--- src/ccs_ram.sv ---
// Generic single-write, single-read RAM with registered read data.
module ccs_ram #(
  parameter int WIDTH = 32,
  parameter int DEPTH = 64
) (
  input  logic                     clk,
  input  logic                     we,
  input  logic [$clog2(DEPTH)-1:0] waddr,
  input  logic [WIDTH-1:0]         wdata,
  input  logic                     re,
  input  logic [$clog2(DEPTH)-1:0] raddr,
  output logic [WIDTH-1:0]         rdata
);

  logic [WIDTH-1:0] mem [DEPTH];

  always_ff @(posedge clk) begin
    if (we) begin
      mem[waddr] <= wdata;
    end
    if (re) begin
      rdata <= mem[raddr];
    end
  end

endmodule

--- config.mk ---
export PLATFORM = sky130hd
export DESIGN_NAME = ccs_ram
export DESIGN_NICKNAME = d
export VERILOG_FILES = /design/src/ccs_ram.sv
export SDC_FILE = /design/constraint.sdc
export NUM_CORES = 2
export LEC_CHECK = 0
export ABC_AREA = 1
export BUFFER_PORTS_ARGS = -buffer_cell sky130_fd_sc_hd__buf_4
export CAP_MARGIN = 5
export CORE_ASPECT_RATIO = 2
export CORE_MARGIN = 5
export CORE_UTILIZATION = 25
export DETAILED_ROUTE_END_ITERATION = 8
export PLACE_DENSITY = 0.39
export SLEW_MARGIN = 20
export SYNTH_ARGS = -nofsm -noshare
export SYNTH_HDL_FRONTEND = slang
export SYNTH_SLANG_ARGS = --single-unit
--- constraint.sdc ---
create_clock -name clk -period 6.24 [get_ports clk]
set_clock_uncertainty 0.1 [all_clocks]
set_input_delay 1.248 -clock clk [delete_from_list [all_inputs] [get_ports clk]]
set_output_delay 1.248 -clock clk [all_outputs]
set_load 0.02 [all_outputs]
## Word level (Yosys, flattened, before mapping)

Memory sizes are Yosys's and may differ from the RTL's. A register that Yosys moved wholly into a read port is not among the register bits.
Index checks and enable logic that the tools add are counted.

- Mux-type cells: 2

Operators with widths:

| kind | number |
|---|---|
| 1-bit two-way mux | 2 |

- Memories kept: 1
- Logic and storage cells: 3
- Register bits: 0
- Bits in writable memories: 2,048

Memory list:

| name | words | width | read ports | clocked after memory_dff | wr ports | line | RTL |
|---|---|---|---|---|---|---|---|
| mem | 64 | 32 | 1 | 1 | 1 | 15 | `logic [WIDTH-1:0] mem [DEPTH];` |

## Longest topological paths before layout

- Word-level depth: 2
- Depth in mapped cells: 13
- Mapped depth without buffers: 9

## Worst setup path after synthesis

OpenSTA, ideal clock, no wires.

- Path type: input to register
- From: input port we
- To: memory mem[48][0], enable pin
- Library setup time: 0.502 ns
- Cell stages on the path: 3
- Required time: 5.638 ns
- Arrival time: 4.876 ns
- Setup slack: 0.762 ns
- Cell sequence: clkbuf_1 -> nand4_1 -> nor4_1

- Word-level cells in the longest chain between the ends: 2

RTL lines:

| item | line | RTL |
|---|---|---|
| start, declared | 7 | `input logic we,` |
| 1-bit two-way mux | 18 | `if (we) begin` |
| 1-bit two-way mux (not written as such) | 19 | `mem[waddr] <= wdata;` |
| end, declared | 15 |  |

Every way passes these cells.

==> results.sh <==
export IMPL_slowest_delay_ns=0.55
export IMPL_via_per_inst=4.64
export IMPL_cts_hold_buf=0
export IMPL_cts_tree="built"
export IMPL_leakagePower_nw=32.0
export IMPL_crit_arrival_ns=4.27
export IMPL_r2r_end="rdata[20]"
export IMPL_vias=52183
export IMPL_synth_seq_cells=2080
export IMPL_grt_max_degree=179
export IMPL_die_w_um=418
export IMPL_yosys_warnings=0
export IMPL_ir_drop_mv=0.195
export IMPL_hold_depth=8
export IMPL_timing_rr_start="mem[49][20]"
export IMPL_wl_per_cell_um=24.7
export IMPL_crit_type="in -> reg"
export IMPL_path_cells="buf_8 > inv_16 > buf_12 > nand2_1 > nand3_1 > nand3_1 > nand2_1 > nand2_1 > nand3_1 > nand3_1 > nand2_1"
export IMPL_overflow=0
export IMPL_status="finished clean"
export IMPL_avgSynthCellArea_um2=12.3
export IMPL_stdcell_area_mm2=0.0946
export IMPL_rsz0062_at_grt="false"
export IMPL_hold_viol_final=0
export IMPL_antenna_found_initial=18
export IMPL_gp_congestion=0.756
export IMPL_synth_area_mm2=0.0831
export IMPL_io_pins=79
export IMPL_firstDrtPassIters=5
export IMPL_whs_endpoint="rdata[0]"
export IMPL_fin_crit_ns=3.77
export IMPL_wl_um=278000
export IMPL_grt_pass1_wl_um=397000
export IMPL_crit_fanout=178
export IMPL_dpl_hpwl_um=158000
export IMPL_cp_top_family="buffers and inverters"
export IMPL_drv_slew=0
export IMPL_worst_setup_path_start_kind="primary input"
export IMPL_cp_num_buf_inv=3
export IMPL_drv_cap=0
export IMPL_reg2reg_slack_ns=4.37
export IMPL_placed_area_mm2=0.0888
export IMPL_cp_slowest_cell="buf_12"
export IMPL_synth_distinct_cells=15
export IMPL_cts_buffer_depth=4
export IMPL_cts_setup_buffers=0
export IMPL_clk_pin_slew_ns=0.07
export IMPL_grt_pass1_vias=52444
export IMPL_min_period_over_period_pct=60.3
export IMPL_synth_seq_area_share_pct=75.2
export IMPL_initial_core_util_pct=25.1
export IMPL_rr_worst_depth=8
export IMPL_gr_usage_all_layers_pct=15.7
export IMPL_max_slew_worst_pin_slew_ns=1.32
export IMPL_critPathRequiredTime_ns=6.74
export IMPL_crit_path_end_kind="flop"
export IMPL_cts_root_buffer="clkbuf_16"
export IMPL_dieArea_mm2=0.345
export IMPL_ctsResizeCount=0
export IMPL_setup_viol=0
export IMPL_hp_class="reg -> reg"
export IMPL_rows=299
export IMPL_hold_start="mem[22][0]"
export IMPL_relSlewSlack_pct=12.3
export IMPL_drtIter0Drc=3707
export IMPL_cts_max_level=4
export IMPL_final_nets=6772
export IMPL_area_delta_synth_final_pct=13.9
export IMPL_fin_tns_setup_ns=0
export IMPL_syn_nets=6816
export IMPL_io_buffers=78
export IMPL_ant_nets=0
export IMPL_drive_gt1_share_pct=7.76
export IMPL_fillers=33838
export IMPL_insertion_delay_ns=0.85
export IMPL_drc=0
export IMPL_fmax_mhz=266
export IMPL_core_area_mm2=0.331
export IMPL_synthCells=6769
export IMPL_numCtsBuffers=190
export IMPL_cts_sinks=2080
export IMPL_dieHeight_um=825
export IMPL_power_density_mw_per_mm2=304
## final cells by class
type / instances / area [µm²] / share of cell area [%]
inverters: 12 / 82.6 / 0.0873
repair buffers: 213 / 2080 / 2.20
flip-flops and latches: 2080 / 62500 / 66.0
clock buffers: 235 / 5030 / 5.32
clock inverters: 99 / 704 / 0.745
well taps: 4364 / 5460 / 5.77
multi-input cells: 4228 / 18800 / 19.8
diodes: 8 / 20.0 / 0.0212
## synth_stat cells (all sizes together)
library cell,number,share of area [%]
buf,372,2.4
clkbuf,77,0.35
edfxtp,2080,75
inv,12,0.057
nand2,2248,10
nand3,1907,11
nand4,9,0.068
nor2,56,0.25
nor4,8,0.060
## flip-flops by register name, summed over array words and instances, names as in the netlist
signal / count
mem: 2048
rdata: 32
## how the worst max path moves through the flow
stage	endpoint	from	cells past startpoint
6_report	rdata[8]	raddr[0]	11
2_1_floorplan	mem[48][0]	we	3
3_5_place_dp	mem[11][19]	waddr[2]	5
3_3_place_gp	mem[8][19]	waddr[1]	4
5_1_grt	rdata[8]	raddr[0]	11
4_1_cts	mem[11][23]	waddr[2]	5
## layout by cell type, fill, tap and decap left out, drive strengths merged
master    synthesis  routed
diode             0       8
nand3          1907    1907
nand4             9       9
bufinv            0      10
edfxtp         2080    2080
buf             372     212
nor4              8       8
nand2          2248    2248
clkinvlp          0       2
nor2             56      56
clkbuf           77     236
inv              12      13
clkinv            0      86
## report_power, final
| part | switching, mW | internal [mW] | total, mW |
|---|---|---|---|
| Sequential | 0.0669 | 15.5 | 15.6 |
| Combinational | 1.38 | 0.422 | 1.81 |
| Clock | 5.26 | 6.11 | 11.4 |
| Total | 6.71 | 22.0 | 28.7 |
## per-layer routing
metal  vias to the layer above  wire length (µm)  GRT usage [%]
met3                       396              9440           1.75
met1                     26715            106000           17.8
met2                      1041            154000           30.7
met4                        14              7770           4.31
met5                         -                85              0
li1                      24017                 -              -
## worst min-delay path, cell delays in order, from the launching register on
cell and delay, ns:
edfxtp_1 0.32, nand2_1 0.05, nand3_1 0.06, nand3_1 0.06
nand3_1 0.08, nand3_1 0.06, nand2_1 0.06, nand2_1 0.04
nand2_1 0.05
## stage by stage
stage | power (mW) | worst slack, ns | cells | utilization (%) | hold slack, ns
2_1_floorplan | 16.8 | 0.762 | 6769 | - | 0.697
3_3_place_gp | 17.7 | 1.84 | 10892 | 26.8 | 0.776
3_5_place_dp | 17.7 | 1.81 | 10896 | 26.8 | 0.776
4_1_cts | 29.2 | 2.70 | 11230 | 28.6 | 0.792
5_1_grt | 29.8 | 2.54 | 11232 | 28.6 | 0.852
6_report | 28.7 | 2.47 | 11239 | 28.6 | 0.787
## cells by family after synthesis
logic type    share of synthesized area (%)
flops                                  75.2
simple gates                           22.0
buf+inv                                2.77
No activity file was read; power rests on OpenSTA's default activity.
